File: config.mk
export PLATFORM = sky130hd
export DESIGN_NAME = running_sample_statistics_flat
export DESIGN_NICKNAME = d
export VERILOG_FILES = /design/src/sv/rss_pkg.sv /design/src/sv/rss_ifs.sv /design/src/sv/rss_ctrl.sv /design/src/sv/rss_dp.sv /design/src/sv/running_sample_statistics.sv /design/src/flat_wrapper.sv
export SDC_FILE = /design/constraint.sdc
export NUM_CORES = 2
export LEC_CHECK = 0
export BUFFER_PORTS_ARGS = -buffer_cell sky130_fd_sc_hd__buf_2
export CORE_MARGIN = 5
export CORE_UTILIZATION = 59
export CTS_CLUSTER_DIAMETER = 120
export CTS_CLUSTER_SIZE = 8
export DETAILED_ROUTE_END_ITERATION = 10
export PLACE_DENSITY = 0.81
export SLEW_MARGIN = 20
export SYNTH_ARGS = -nofsm -noshare
export SYNTH_HDL_FRONTEND = slang
export SYNTH_SLANG_ARGS = --single-unit
File: constraint.sdc
create_clock -name i_clk -period 8.4 [get_ports i_clk]
set_input_delay 0.84 -clock i_clk [delete_from_list [all_inputs] [get_ports i_clk]]
set_output_delay 0.84 -clock i_clk [all_outputs]
set_load 0.005 [all_outputs]
File: src/sv/rss_pkg.sv
// ----------------------------------------------------------------------------
// rss_pkg
// Shared widths, datapath command codes and control structs of the running
// sample statistics block.
// ----------------------------------------------------------------------------
`timescale 1ns / 1ps
`default_nettype none

package rss_pkg;

    localparam int SAMPLE_W = 16;
    localparam int CNT_W    = 21;
    localparam int SUM_W    = 37;
    localparam int SQ_W     = 51;
    localparam int MAG_W    = SUM_W - 1;
    localparam int PROD_W   = 2 * MAG_W;
    localparam int FRAC_W   = 8;
    localparam int DVS_W    = 2 * (CNT_W - 1) + 1;
    localparam int REM_W    = DVS_W + 1;
    localparam int DVD_W    = PROD_W + 2 * FRAC_W;
    localparam int QUO_W    = 48;
    localparam int ROOT_W   = QUO_W / 2;
    localparam int MEAN_W   = 24;
    localparam int DEV_W    = 24;
    localparam int STEP_W   = 7;

    // iteration counts of the shared multi-cycle units
    localparam int MUL_CNT_STEPS = CNT_W;
    localparam int MUL_MAG_STEPS = MAG_W;
    localparam int DIV_STEPS     = DVD_W;
    localparam int SQRT_STEPS    = ROOT_W;

    // datapath operations
    localparam logic [3:0] OP_IDLE     = 4'd0;
    localparam logic [3:0] OP_LD_M1    = 4'd1;
    localparam logic [3:0] OP_LD_M2    = 4'd2;
    localparam logic [3:0] OP_LD_M3    = 4'd3;
    localparam logic [3:0] OP_MUL      = 4'd4;
    localparam logic [3:0] OP_LD_DDEV  = 4'd5;
    localparam logic [3:0] OP_DIV      = 4'd6;
    localparam logic [3:0] OP_LD_SQRT  = 4'd7;
    localparam logic [3:0] OP_SQRT     = 4'd8;
    localparam logic [3:0] OP_LD_DMEAN = 4'd9;
    localparam logic [3:0] OP_FINISH   = 4'd10;

    typedef struct packed {
        logic [3:0] op;
        logic       take;   // accumulate the sample beat on the input
    } t_rss_cmd;

    typedef struct packed {
        logic out_free;
    } t_rss_sts;

endpackage

`default_nettype wire

File: src/sv/rss_ifs.sv
// ----------------------------------------------------------------------------
// rss_ifs
// Valid/ready channels for sample beats and result beats.
// ----------------------------------------------------------------------------
`timescale 1ns / 1ps
`default_nettype none

interface rss_sample_if;
    logic               valid;
    logic               ready;
    logic signed [15:0] sample_value;
    logic               sample_missing;
    logic               last_sample;

    modport source (output valid, sample_value, sample_missing, last_sample, input ready);
    modport sink   (input valid, sample_value, sample_missing, last_sample, output ready);
endinterface

interface rss_result_if;
    logic               valid;
    logic               ready;
    logic        [20:0] valid_count;
    logic signed [15:0] lowest_value;
    logic signed [15:0] highest_value;
    logic signed [23:0] mean_value;
    logic        [23:0] std_deviation;
    logic               mean_ok;
    logic               deviation_ok;
    logic               count_overflow;

    modport source (output valid, valid_count, lowest_value, highest_value, mean_value,
                    std_deviation, mean_ok, deviation_ok, count_overflow, input ready);
    modport sink   (input valid, valid_count, lowest_value, highest_value, mean_value,
                    std_deviation, mean_ok, deviation_ok, count_overflow, output ready);
endinterface

`default_nettype wire

File: src/sv/rss_ctrl.sv
// ----------------------------------------------------------------------------
// rss_ctrl
// Sequencer: accepts sample beats, then walks the datapath through the
// multiplies, the deviation divide, the square root and the mean divide.
// ----------------------------------------------------------------------------
`timescale 1ns / 1ps
`default_nettype none

module rss_ctrl (
    input  wire                i_clk,
    input  wire                i_rst_n,
    input  wire                i_in_valid,
    input  wire                i_in_last,
    output logic               o_in_ready,
    input  rss_pkg::t_rss_sts  i_sts,
    output rss_pkg::t_rss_cmd  o_cmd
);
    import rss_pkg::*;

    localparam logic [3:0] S_ACC   = 4'd0;
    localparam logic [3:0] S_M1L   = 4'd1;
    localparam logic [3:0] S_M1    = 4'd2;
    localparam logic [3:0] S_M2L   = 4'd3;
    localparam logic [3:0] S_M2    = 4'd4;
    localparam logic [3:0] S_M3L   = 4'd5;
    localparam logic [3:0] S_M3    = 4'd6;
    localparam logic [3:0] S_D1L   = 4'd7;
    localparam logic [3:0] S_D1    = 4'd8;
    localparam logic [3:0] S_SQL   = 4'd9;
    localparam logic [3:0] S_SQ    = 4'd10;
    localparam logic [3:0] S_D2L   = 4'd11;
    localparam logic [3:0] S_D2    = 4'd12;
    localparam logic [3:0] S_FIN   = 4'd13;

    logic [3:0]        r_state, n_state;
    logic [STEP_W-1:0] r_step, n_step;
    logic              w_take;
    logic              w_done;

    assign o_in_ready = (r_state == S_ACC);
    assign w_take     = i_in_valid && o_in_ready;
    assign w_done     = (r_step == '0);

    always_comb begin
        n_state     = r_state;
        n_step      = r_step;
        o_cmd.op    = OP_IDLE;
        o_cmd.take  = w_take;
        unique case (r_state)
            S_ACC: begin
                if (w_take && i_in_last) begin
                    n_state = S_M1L;
                end
            end
            S_M1L: begin
                o_cmd.op = OP_LD_M1;
                n_step   = STEP_W'(MUL_CNT_STEPS - 1);
                n_state  = S_M1;
            end
            S_M1: begin
                o_cmd.op = OP_MUL;
                n_step   = r_step - 1'b1;
                if (w_done) n_state = S_M2L;
            end
            S_M2L: begin
                o_cmd.op = OP_LD_M2;
                n_step   = STEP_W'(MUL_MAG_STEPS - 1);
                n_state  = S_M2;
            end
            S_M2: begin
                o_cmd.op = OP_MUL;
                n_step   = r_step - 1'b1;
                if (w_done) n_state = S_M3L;
            end
            S_M3L: begin
                o_cmd.op = OP_LD_M3;
                n_step   = STEP_W'(MUL_CNT_STEPS - 1);
                n_state  = S_M3;
            end
            S_M3: begin
                o_cmd.op = OP_MUL;
                n_step   = r_step - 1'b1;
                if (w_done) n_state = S_D1L;
            end
            S_D1L: begin
                o_cmd.op = OP_LD_DDEV;
                n_step   = STEP_W'(DIV_STEPS - 1);
                n_state  = S_D1;
            end
            S_D1: begin
                o_cmd.op = OP_DIV;
                n_step   = r_step - 1'b1;
                if (w_done) n_state = S_SQL;
            end
            S_SQL: begin
                o_cmd.op = OP_LD_SQRT;
                n_step   = STEP_W'(SQRT_STEPS - 1);
                n_state  = S_SQ;
            end
            S_SQ: begin
                o_cmd.op = OP_SQRT;
                n_step   = r_step - 1'b1;
                if (w_done) n_state = S_D2L;
            end
            S_D2L: begin
                o_cmd.op = OP_LD_DMEAN;
                n_step   = STEP_W'(DIV_STEPS - 1);
                n_state  = S_D2;
            end
            S_D2: begin
                o_cmd.op = OP_DIV;
                n_step   = r_step - 1'b1;
                if (w_done) n_state = S_FIN;
            end
            S_FIN: begin
                // hold until the result register can take the beat
                if (i_sts.out_free) begin
                    o_cmd.op = OP_FINISH;
                    n_state  = S_ACC;
                end
            end
            default: begin
                n_state = S_ACC;
            end
        endcase
    end

    always_ff @(posedge i_clk) begin
        if (!i_rst_n) begin
            r_state <= S_ACC;
            r_step  <= '0;
        end else begin
            r_state <= n_state;
            r_step  <= n_step;
        end
    end

endmodule

`default_nettype wire

File: src/sv/rss_dp.sv
// ----------------------------------------------------------------------------
// rss_dp
// Accumulators, shared shift-add multiplier, restoring divider, bit-pair
// square root and the result register.
// ----------------------------------------------------------------------------
`timescale 1ns / 1ps
`default_nettype none

module rss_dp (
    input  wire               i_clk,
    input  wire               i_rst_n,
    input  rss_pkg::t_rss_cmd i_cmd,
    output rss_pkg::t_rss_sts o_sts,
    rss_sample_if.sink        i_smp,
    rss_result_if.source      o_res
);
    import rss_pkg::*;

    localparam logic signed [SAMPLE_W-1:0] LOW_INIT  = {1'b0, {(SAMPLE_W-1){1'b1}}};
    localparam logic signed [SAMPLE_W-1:0] HIGH_INIT = {1'b1, {(SAMPLE_W-1){1'b0}}};
    localparam logic [QUO_W-1:0] MEAN_POS_MAX = QUO_W'((64'd1 << (MEAN_W - 1)) - 1);
    localparam logic [QUO_W-1:0] MEAN_NEG_MAG = QUO_W'(64'd1 << (MEAN_W - 1));

    // statistics
    logic        [CNT_W-1:0]    r_cnt;
    logic signed [SUM_W-1:0]    r_sum;
    logic        [SQ_W-1:0]     r_sq;
    logic signed [SAMPLE_W-1:0] r_lo;
    logic signed [SAMPLE_W-1:0] r_hi;
    logic                       r_ovf;

    // compute registers
    logic [PROD_W-1:0] r_acc, r_mcand, r_p1, r_num;
    logic [MAG_W-1:0]  r_mplier;
    logic [DVD_W-1:0]  r_dvd;
    logic [DVS_W-1:0]  r_dvs;
    logic [REM_W-1:0]  r_rem;
    logic [QUO_W-1:0]  r_quo;
    logic [QUO_W-1:0]  r_sx, r_root, r_bit;

    // result register
    logic                      r_ovalid;
    logic [CNT_W-1:0]          r_ocnt;
    logic signed [SAMPLE_W-1:0] r_olo, r_ohi;
    logic [MEAN_W-1:0]         r_omean;
    logic [DEV_W-1:0]          r_odev;
    logic                      r_omok, r_odok, r_oovf;

    logic signed [2*SAMPLE_W-1:0] w_sqr;
    logic [SUM_W-1:0]             w_abs;
    logic [MAG_W-1:0]             w_smag;
    logic [REM_W-1:0]             w_trial;
    logic [QUO_W-1:0]             w_rb;
    logic [MAG_W+FRAC_W:0]        w_mean_x;
    logic [MEAN_W-1:0]            w_mean;
    logic                         w_neg;
    logic                         w_cnt_full;
    logic                         w_has1, w_has2;

    assign w_sqr      = i_smp.sample_value * i_smp.sample_value;
    assign w_neg      = r_sum[SUM_W-1];
    assign w_abs      = w_neg ? (~r_sum + 1'b1) : r_sum;
    assign w_smag     = w_abs[MAG_W-1:0];
    assign w_trial    = {r_rem[REM_W-2:0], r_dvd[DVD_W-1]};
    assign w_rb       = r_root + r_bit;
    assign w_cnt_full = r_cnt[CNT_W-1];
    assign w_has1     = (r_cnt != '0);
    assign w_has2     = (r_cnt[CNT_W-1:1] != '0);
    // bias by n-1 so the divide rounds negative means toward minus infinity
    assign w_mean_x   = {1'b0, w_smag, {FRAC_W{1'b0}}}
                      + (w_neg ? (MAG_W+FRAC_W+1)'(r_cnt - 1'b1) : '0);

    always_comb begin
        if (!w_neg) begin
            w_mean = (r_quo > MEAN_POS_MAX) ? MEAN_W'(MEAN_POS_MAX) : r_quo[MEAN_W-1:0];
        end else if (r_quo > MEAN_NEG_MAG) begin
            w_mean = MEAN_W'(MEAN_NEG_MAG);
        end else begin
            w_mean = ~r_quo[MEAN_W-1:0] + 1'b1;
        end
    end

    always_ff @(posedge i_clk) begin
        if (!i_rst_n) begin
            r_cnt <= '0;
            r_sum <= '0;
            r_sq  <= '0;
            r_lo  <= LOW_INIT;
            r_hi  <= HIGH_INIT;
            r_ovf <= 1'b0;
        end else if (i_cmd.op == OP_FINISH) begin
            r_cnt <= '0;
            r_sum <= '0;
            r_sq  <= '0;
            r_lo  <= LOW_INIT;
            r_hi  <= HIGH_INIT;
            r_ovf <= 1'b0;
        end else if (i_cmd.take && !i_smp.sample_missing) begin
            if (w_cnt_full) begin
                r_ovf <= 1'b1;      // drop the sample
            end else begin
                r_cnt <= r_cnt + 1'b1;
                r_sum <= r_sum + SUM_W'(i_smp.sample_value);
                r_sq  <= r_sq + SQ_W'(unsigned'(w_sqr));
                if (i_smp.sample_value < r_lo) r_lo <= i_smp.sample_value;
                if (i_smp.sample_value > r_hi) r_hi <= i_smp.sample_value;
            end
        end
    end

    always_ff @(posedge i_clk) begin
        case (i_cmd.op)
            OP_LD_M1: begin
                r_acc    <= '0;
                r_mcand  <= PROD_W'(r_sq);
                r_mplier <= MAG_W'(r_cnt);
            end
            OP_LD_M2: begin
                r_p1     <= r_acc;
                r_acc    <= '0;
                r_mcand  <= PROD_W'(w_smag);
                r_mplier <= w_smag;
            end
            OP_LD_M3: begin
                r_num    <= r_p1 - r_acc;
                r_acc    <= '0;
                r_mcand  <= PROD_W'(r_cnt);
                r_mplier <= MAG_W'(r_cnt - 1'b1);
            end
            OP_MUL: begin
                if (r_mplier[0]) r_acc <= r_acc + r_mcand;
                r_mcand  <= r_mcand << 1;
                r_mplier <= r_mplier >> 1;
            end
            OP_LD_DDEV: begin
                r_dvd <= {r_num, {(2*FRAC_W){1'b0}}};
                r_dvs <= r_acc[DVS_W-1:0];
                r_rem <= '0;
                r_quo <= '0;
            end
            OP_DIV: begin
                r_dvd <= r_dvd << 1;
                if (w_trial >= REM_W'(r_dvs)) begin
                    r_rem <= w_trial - REM_W'(r_dvs);
                    r_quo <= {r_quo[QUO_W-2:0], 1'b1};
                end else begin
                    r_rem <= w_trial;
                    r_quo <= {r_quo[QUO_W-2:0], 1'b0};
                end
            end
            OP_LD_SQRT: begin
                r_sx   <= r_quo;
                r_root <= '0;
                r_bit  <= QUO_W'(1) << (QUO_W - 2);
            end
            OP_SQRT: begin
                if (r_sx >= w_rb) begin
                    r_sx   <= r_sx - w_rb;
                    r_root <= (r_root >> 1) + r_bit;
                end else begin
                    r_root <= r_root >> 1;
                end
                r_bit <= r_bit >> 2;
            end
            OP_LD_DMEAN: begin
                r_dvd <= DVD_W'(w_mean_x);
                r_dvs <= DVS_W'(r_cnt);
                r_rem <= '0;
                r_quo <= '0;
            end
            default: begin
            end
        endcase
    end

    always_ff @(posedge i_clk) begin
        if (!i_rst_n) begin
            r_ovalid <= 1'b0;
        end else if (i_cmd.op == OP_FINISH) begin
            r_ovalid <= 1'b1;
        end else if (o_res.ready) begin
            r_ovalid <= 1'b0;
        end
    end

    always_ff @(posedge i_clk) begin
        if (i_cmd.op == OP_FINISH) begin
            r_ocnt  <= r_cnt;
            r_olo   <= w_has1 ? r_lo : '0;
            r_ohi   <= w_has1 ? r_hi : '0;
            r_omean <= w_has1 ? w_mean : '0;
            r_odev  <= w_has2 ? r_root[DEV_W-1:0] : '0;
            r_omok  <= w_has1;
            r_odok  <= w_has2;
            r_oovf  <= r_ovf;
        end
    end

    assign o_sts.out_free = !r_ovalid || o_res.ready;

    assign o_res.valid          = r_ovalid;
    assign o_res.valid_count    = r_ocnt;
    assign o_res.lowest_value   = r_olo;
    assign o_res.highest_value  = r_ohi;
    assign o_res.mean_value     = r_omean;
    assign o_res.std_deviation  = r_odev;
    assign o_res.mean_ok        = r_omok;
    assign o_res.deviation_ok   = r_odok;
    assign o_res.count_overflow = r_oovf;

endmodule

`default_nettype wire

File: src/sv/running_sample_statistics.sv
// ----------------------------------------------------------------------------
// running_sample_statistics
// Count, min, max, mean and sample standard deviation over data sets.
// ----------------------------------------------------------------------------
//  Channel   Dir  Beat contents
//  i_smp     in   sample_value, sample_missing, last_sample
//  o_res     out  valid_count, lowest/highest_value, mean_value,
//                 std_deviation, mean_ok, deviation_ok, count_overflow
//
//  Sample beats without the last mark are accepted back to back while ready is high.
//  A last beat starts a closing pass: three shift-add multiplies
//  (21, 36, 21 steps), an 88-step divide, a 24-step square root and an
//  88-step divide, each after a load state, then a finish state;
//  i_smp stays low on ready during the pass.
//  The finish state waits while the output register holds an untaken beat;
//  the next set may start once the result is loaded.
//  Reset is synchronous and clears the statistics and the result valid.
// ----------------------------------------------------------------------------
`timescale 1ns / 1ps
`default_nettype none

module running_sample_statistics (
    input  wire           i_clk,
    input  wire           i_rst_n,
    rss_sample_if.sink    i_smp,
    rss_result_if.source  o_res
);
    import rss_pkg::*;

    t_rss_cmd w_cmd;
    t_rss_sts w_sts;
    logic     w_in_ready;

    assign i_smp.ready = w_in_ready;

    rss_ctrl u_ctrl (
        .i_clk      (i_clk),
        .i_rst_n    (i_rst_n),
        .i_in_valid (i_smp.valid),
        .i_in_last  (i_smp.last_sample),
        .o_in_ready (w_in_ready),
        .i_sts      (w_sts),
        .o_cmd      (w_cmd)
    );

    rss_dp u_dp (
        .i_clk   (i_clk),
        .i_rst_n (i_rst_n),
        .i_cmd   (w_cmd),
        .o_sts   (w_sts),
        .i_smp   (i_smp),
        .o_res   (o_res)
    );

endmodule

`default_nettype wire

File: src/flat_wrapper.sv
// flat-port wrapper written by rule: the top's interface ports become plain ports
module running_sample_statistics_flat import rss_pkg::*;
  (i_clk, i_rst_n, i_smp_valid, i_smp_sample_value, i_smp_sample_missing, i_smp_last_sample, i_smp_ready, o_res_valid, o_res_valid_count, o_res_lowest_value, o_res_highest_value, o_res_mean_value, o_res_std_deviation, o_res_mean_ok, o_res_deviation_ok, o_res_count_overflow, o_res_ready);
  rss_sample_if i_smp_i ();
  rss_result_if o_res_i ();
  input  wire i_clk;
  input  wire i_rst_n;
  input wire logic [$bits(i_smp_i.valid)-1:0] i_smp_valid;
  input wire logic [$bits(i_smp_i.sample_value)-1:0] i_smp_sample_value;
  input wire logic [$bits(i_smp_i.sample_missing)-1:0] i_smp_sample_missing;
  input wire logic [$bits(i_smp_i.last_sample)-1:0] i_smp_last_sample;
  output wire logic [$bits(i_smp_i.ready)-1:0] i_smp_ready;
  output wire logic [$bits(o_res_i.valid)-1:0] o_res_valid;
  output wire logic [$bits(o_res_i.valid_count)-1:0] o_res_valid_count;
  output wire logic [$bits(o_res_i.lowest_value)-1:0] o_res_lowest_value;
  output wire logic [$bits(o_res_i.highest_value)-1:0] o_res_highest_value;
  output wire logic [$bits(o_res_i.mean_value)-1:0] o_res_mean_value;
  output wire logic [$bits(o_res_i.std_deviation)-1:0] o_res_std_deviation;
  output wire logic [$bits(o_res_i.mean_ok)-1:0] o_res_mean_ok;
  output wire logic [$bits(o_res_i.deviation_ok)-1:0] o_res_deviation_ok;
  output wire logic [$bits(o_res_i.count_overflow)-1:0] o_res_count_overflow;
  input wire logic [$bits(o_res_i.ready)-1:0] o_res_ready;
  assign i_smp_i.valid = i_smp_valid;
  assign i_smp_i.sample_value = i_smp_sample_value;
  assign i_smp_i.sample_missing = i_smp_sample_missing;
  assign i_smp_i.last_sample = i_smp_last_sample;
  assign i_smp_ready = i_smp_i.ready;
  assign o_res_valid = o_res_i.valid;
  assign o_res_valid_count = o_res_i.valid_count;
  assign o_res_lowest_value = o_res_i.lowest_value;
  assign o_res_highest_value = o_res_i.highest_value;
  assign o_res_mean_value = o_res_i.mean_value;
  assign o_res_std_deviation = o_res_i.std_deviation;
  assign o_res_mean_ok = o_res_i.mean_ok;
  assign o_res_deviation_ok = o_res_i.deviation_ok;
  assign o_res_count_overflow = o_res_i.count_overflow;
  assign o_res_i.ready = o_res_ready;
  running_sample_statistics u_core (.i_clk(i_clk), .i_rst_n(i_rst_n), .i_smp(i_smp_i), .o_res(o_res_i));
endmodule
==> summary.txt <==
Critical path
  – Worst Path Required: a little over 9000 ps
  – Crit path DAT: a little under 9000 ps
  – Startpoint types: input port
  – Critical Path Fanout Max: 4
  – Crit. End Element: register
  – Max incr delay on CP: around 540 ps
  – WS Path Type: in -> reg
  – Top cell by count, worst path: fa_1
  – R2r setup slk: 1790 ps
  – Slowest-stage cell, CP: fa_1

Drt
  – DR iter-0 viols: ~5300
  – Detailed Route WL: between 150 and 200 mm
  – Detailed Routing Iterations Pass 1: 7
  – Routed Antenna Nets: 0
  – Vias per cell: between 6 and 7
  – Routed length per instance: 19.87 um
  – DRC: 0
  – Detailed-route via count: about 56000

Synthesis
  – Synthesis-stage register bit count: 920
  – Commonest cells post-synth: edfxtp_1 (766), nand2_1 (716), inv_1 (598), a21oi_1 (566), nor2_1 (563)
  – Number of synthesized flops with an enable pin: about 770
  – Most frequent cell after synthesis: edfxtp_1
  – Yosys top cell by area: edfxtp_1
  – Ys async rst share: 0%
  – Synth cell types: slightly below 90
  – Syn Inst Count: around 7200
  – Net count after synthesis: 8015
  – Predominant post-synthesis flop cell: edfxtp_1
  – Synth top area cells: edfxtp_1 (34%), ha_1 (9.4%), fa_1 (7.2%), dfxtp_1 (4.5%), a21oi_1 (4.2%)
  – Post-synthesis sequential area ratio: 38.26%
  – Yosys warns: 0
  – Yosys top cell area share: between 30 and 40%
  – Mapped Area: 68180 um^2
  – Avg Cell Area, Syn: 9.422 um^2

Pwr
  – Int Pwr: 18850 uW
  – NetSw: between 10000 and 15000 uW
  – Switching Fraction: 43.31%
  – Peak supply drop: a little over 900 uV
  – Sequential power share: roughly a fifth
  – Cell area power density: roughly 440 nW/um^2
  – Pleak: around 0.032 uW
  – Clock power frac: between 10% and 20%
  – Combinational cell fraction of total power: approximately 66%

Placed design
  – Dpl cell area: a little over 70000 um^2
  – Pre-CTS worst setup slack: -347.4 ps
  – Dpl hpwl: roughly 130 mm
  – Input/output buffers: 127
  – RePlAce Congestion: ~0.95
  – DP Cell Count: ~9000

Clocking
  – Skew-Pair Late Insertion Delay: between 700 and 800 ps
  – Clk sink count: between 900 and 1000
  – Worst-case clock buffer depth: 3
  – Number of CTS-inserted buffers: ~130
  – Hold_buf cts: 0
  – Htree depth: 4
  – Clock transition at path regs: around 50 ps
  – # Post-CTS Setup Buffers: 0
  – Clk root buf: clkbuf_16
  – CTS tree: built

Timing
  – Total Neg Setup Slack: 0 ps
  – Fmax: around 0.12 GHz
  – Max transition margin: between 20% and 30%
  – Fin. Hold Viols: 0
  – RSZ-0062 raised after global routing: false
  – Final worst slack: 391.9 ps
  – Min cycle time layout: between 8000 and 9000 ps
  – Worst Clk Skew: 33.01 ps
  – Period utilization: a little over nine tenths
  – Slew Viols, Final: 0
  – Final setup fails: 0
  – Worst Tran Pin Value: ~1200 ps

Global routing
  – First-pass GRT wire length: 286.6 mm
  – Most used routing layer: met2
  – Total track usage: 28.59%
  – Global route total overflow: 0
  – Largest net degree at the start of global routing: roughly 110
  – Initial antenna violation count: 2
  – Met2 Resource Use GR: between 40 and 50%
  – Number of global-route vias before repair: 54430
  – GR met3 Demand/Resource: under 10%
  – Grt met1 use: between 30% and 40%

Cells and area
  – Final non-filler cell total: approximately 9000
  – Layout cells sized above 1: about 8.4%
  – Design area: 75390 um^2
  – Area delta synth->final: 10.58%
  – Final nets: ~8200
  – Utilization after layout: 65.84%

Floorplanning
  – Die Y: ~350 um
  – Rows: roughly 120
  – Starting Density: about three fifths
  – Core Box Area: ~110000 um^2
  – Die footprint: between 100000 and 150000 um^2
  – I/O pin count: 128
  – Die W: roughly 350 um

Flow run
  – Max-capacitance violation count: 0

Status
  – Run status: finished clean

Worst hold path
  – Hold Crit Class: in -> reg
==> registers in the layout, indices dropped and copies added, names as in the netlist, 21 cells and up <==
register,count
u_core.u_dp.r_cnt,21
u_core.u_dp.r_quo,48
u_core.u_dp.r_mplier,36
u_core.u_dp.r_sq,51
u_core.u_dp.r_rem,41
u_core.u_dp.r_bit,24
u_core.u_dp.r_mcand,72
u_core.u_dp.r_p1,72
u_core.u_dp.r_sx,48
u_core.u_dp.o_res.std_deviation,24
u_core.u_dp.r_dvd,88
u_core.u_dp.o_res.valid_count,21
u_core.u_dp.r_sum,37
u_core.u_dp.r_dvs,41
u_core.u_dp.r_acc,72
u_core.u_dp.r_root,48
u_core.u_dp.r_num,72
u_core.u_dp.o_res.mean_value,24
==> logic make-up (layout without fill, tap and decap cells) <==
group / count (synthesis) / after routing / synth area share [%]
buf+inv: 929 / 1165 / 5.137
mux: 54 / 54 / 0.7983
simple gates: 2136 / 2136 / 14.80
xor+xnor: 486 / 486 / 6.243
flops: 920 / 920 / 38.26
other cells: 0 / 1 / 0
compound gates: 1954 / 1954 / 18.17
fa+ha+maj: 757 / 757 / 16.59
==> through the flow <==
stage          power [uW]  hold slack [ps]
2_1_floorplan       20800            402.9
3_3_place_gp        27320            413.7
3_5_place_dp        27900            450.9
4_1_cts             33030            380.0
5_1_grt             35840            395.2
6_report            33250            420.1
==> cells in the final DEF, fill, tap and decap left out, drive strengths merged, types with 41 or more instances in the layout <==
master  synthesis  routed
a211oi         66      66
a21o          229     229
a21oi         566     566
a22oi          51      51
a31oi         116     116
and2          194     194
buf            26     364
clkbuf        301     184
dfxtp         154     154
edfxtp        766     766
fa            245     245
ha            512     512
inv           598     605
mux2i          51      51
nand2         717     717
nand2b         79      79
nand3         105     105
nand4         101     101
nor2          563     563
nor2b          83      83
nor3           87      87
o21a           61      61
o21ai         442     442
o21bai         61      61
o31ai          41      41
or3            50      50
xnor2         303     303
xor2          183     183
==> layout make-up <==
class | count | area (um^2)
Fill cell | 8797 | 39110
Multi-Input combinational cell | 5387 | 38870
Sequential cell | 920 | 26090
Clock buffer | 182 | 3491
Timing Repair Buffer | 366 | 2460
Inverter | 602 | 2263
Tap cell | 1512 | 1892
Clock inverter | 15 | 330.3
Antenna cell | 1 | 2.502
==> repair_timing <==
| action | in CTS | in global routing |
|---|---|---|
| gates resized for setup | 0 | 7 |
| endpoints found under the hold margin | 0 | 0 |
| endpoints found under the setup margin | 0 | 16 |
==> power by group through the flow <==
stage	clock [uW]	combinational, uW	sequential [uW]
2_1_floorplan	0	14600	6150
3_3_place_gp	0	21000	6350
3_5_place_dp	0	21500	6380
4_1_cts	5050	21700	6290
5_1_grt	5260	24200	6350
6_report	4990	21900	6320
==> worst paths after layout <==
kind | startpoint | end | cells past startpoint
worst min register to register | u_core.u_dp.r_ovf | u_core.u_dp.o_res.count_overflow | 0
worst max-delay path | i_smp_sample_value[10] | u_core.u_dp.r_sq[40] | 34
worst max register to register | u_core.u_dp.r_root[2] | u_core.u_dp.r_root[12] | 23
worst min-delay path | i_rst_n | u_core.u_ctrl.r_step[4] | 2
==> worst max-delay path, delay by kind of cell <==
| family | cells | cell delay (ps) |
|---|---|---|
| compound gates | 10 | 2010 |
| xor+xnor | 1 | 100 |
| fa+ha+maj | 8 | 3640 |
| buf+inv | 6 | 500 |
| simple gates | 9 | 1560 |
==> routing by layer <==
| metal | vias to the layer above | share of wire (%) |
|---|---|---|
| li1 | 26160 | - |
| met4 | 2 | 3.5 |
| met5 | - | 0.0067 |
| met3 | 478 | 7.7 |
| met2 | 2394 | 48 |
| met1 | 26730 | 41 |
Note: power is estimated with default switching activity, not from simulation.
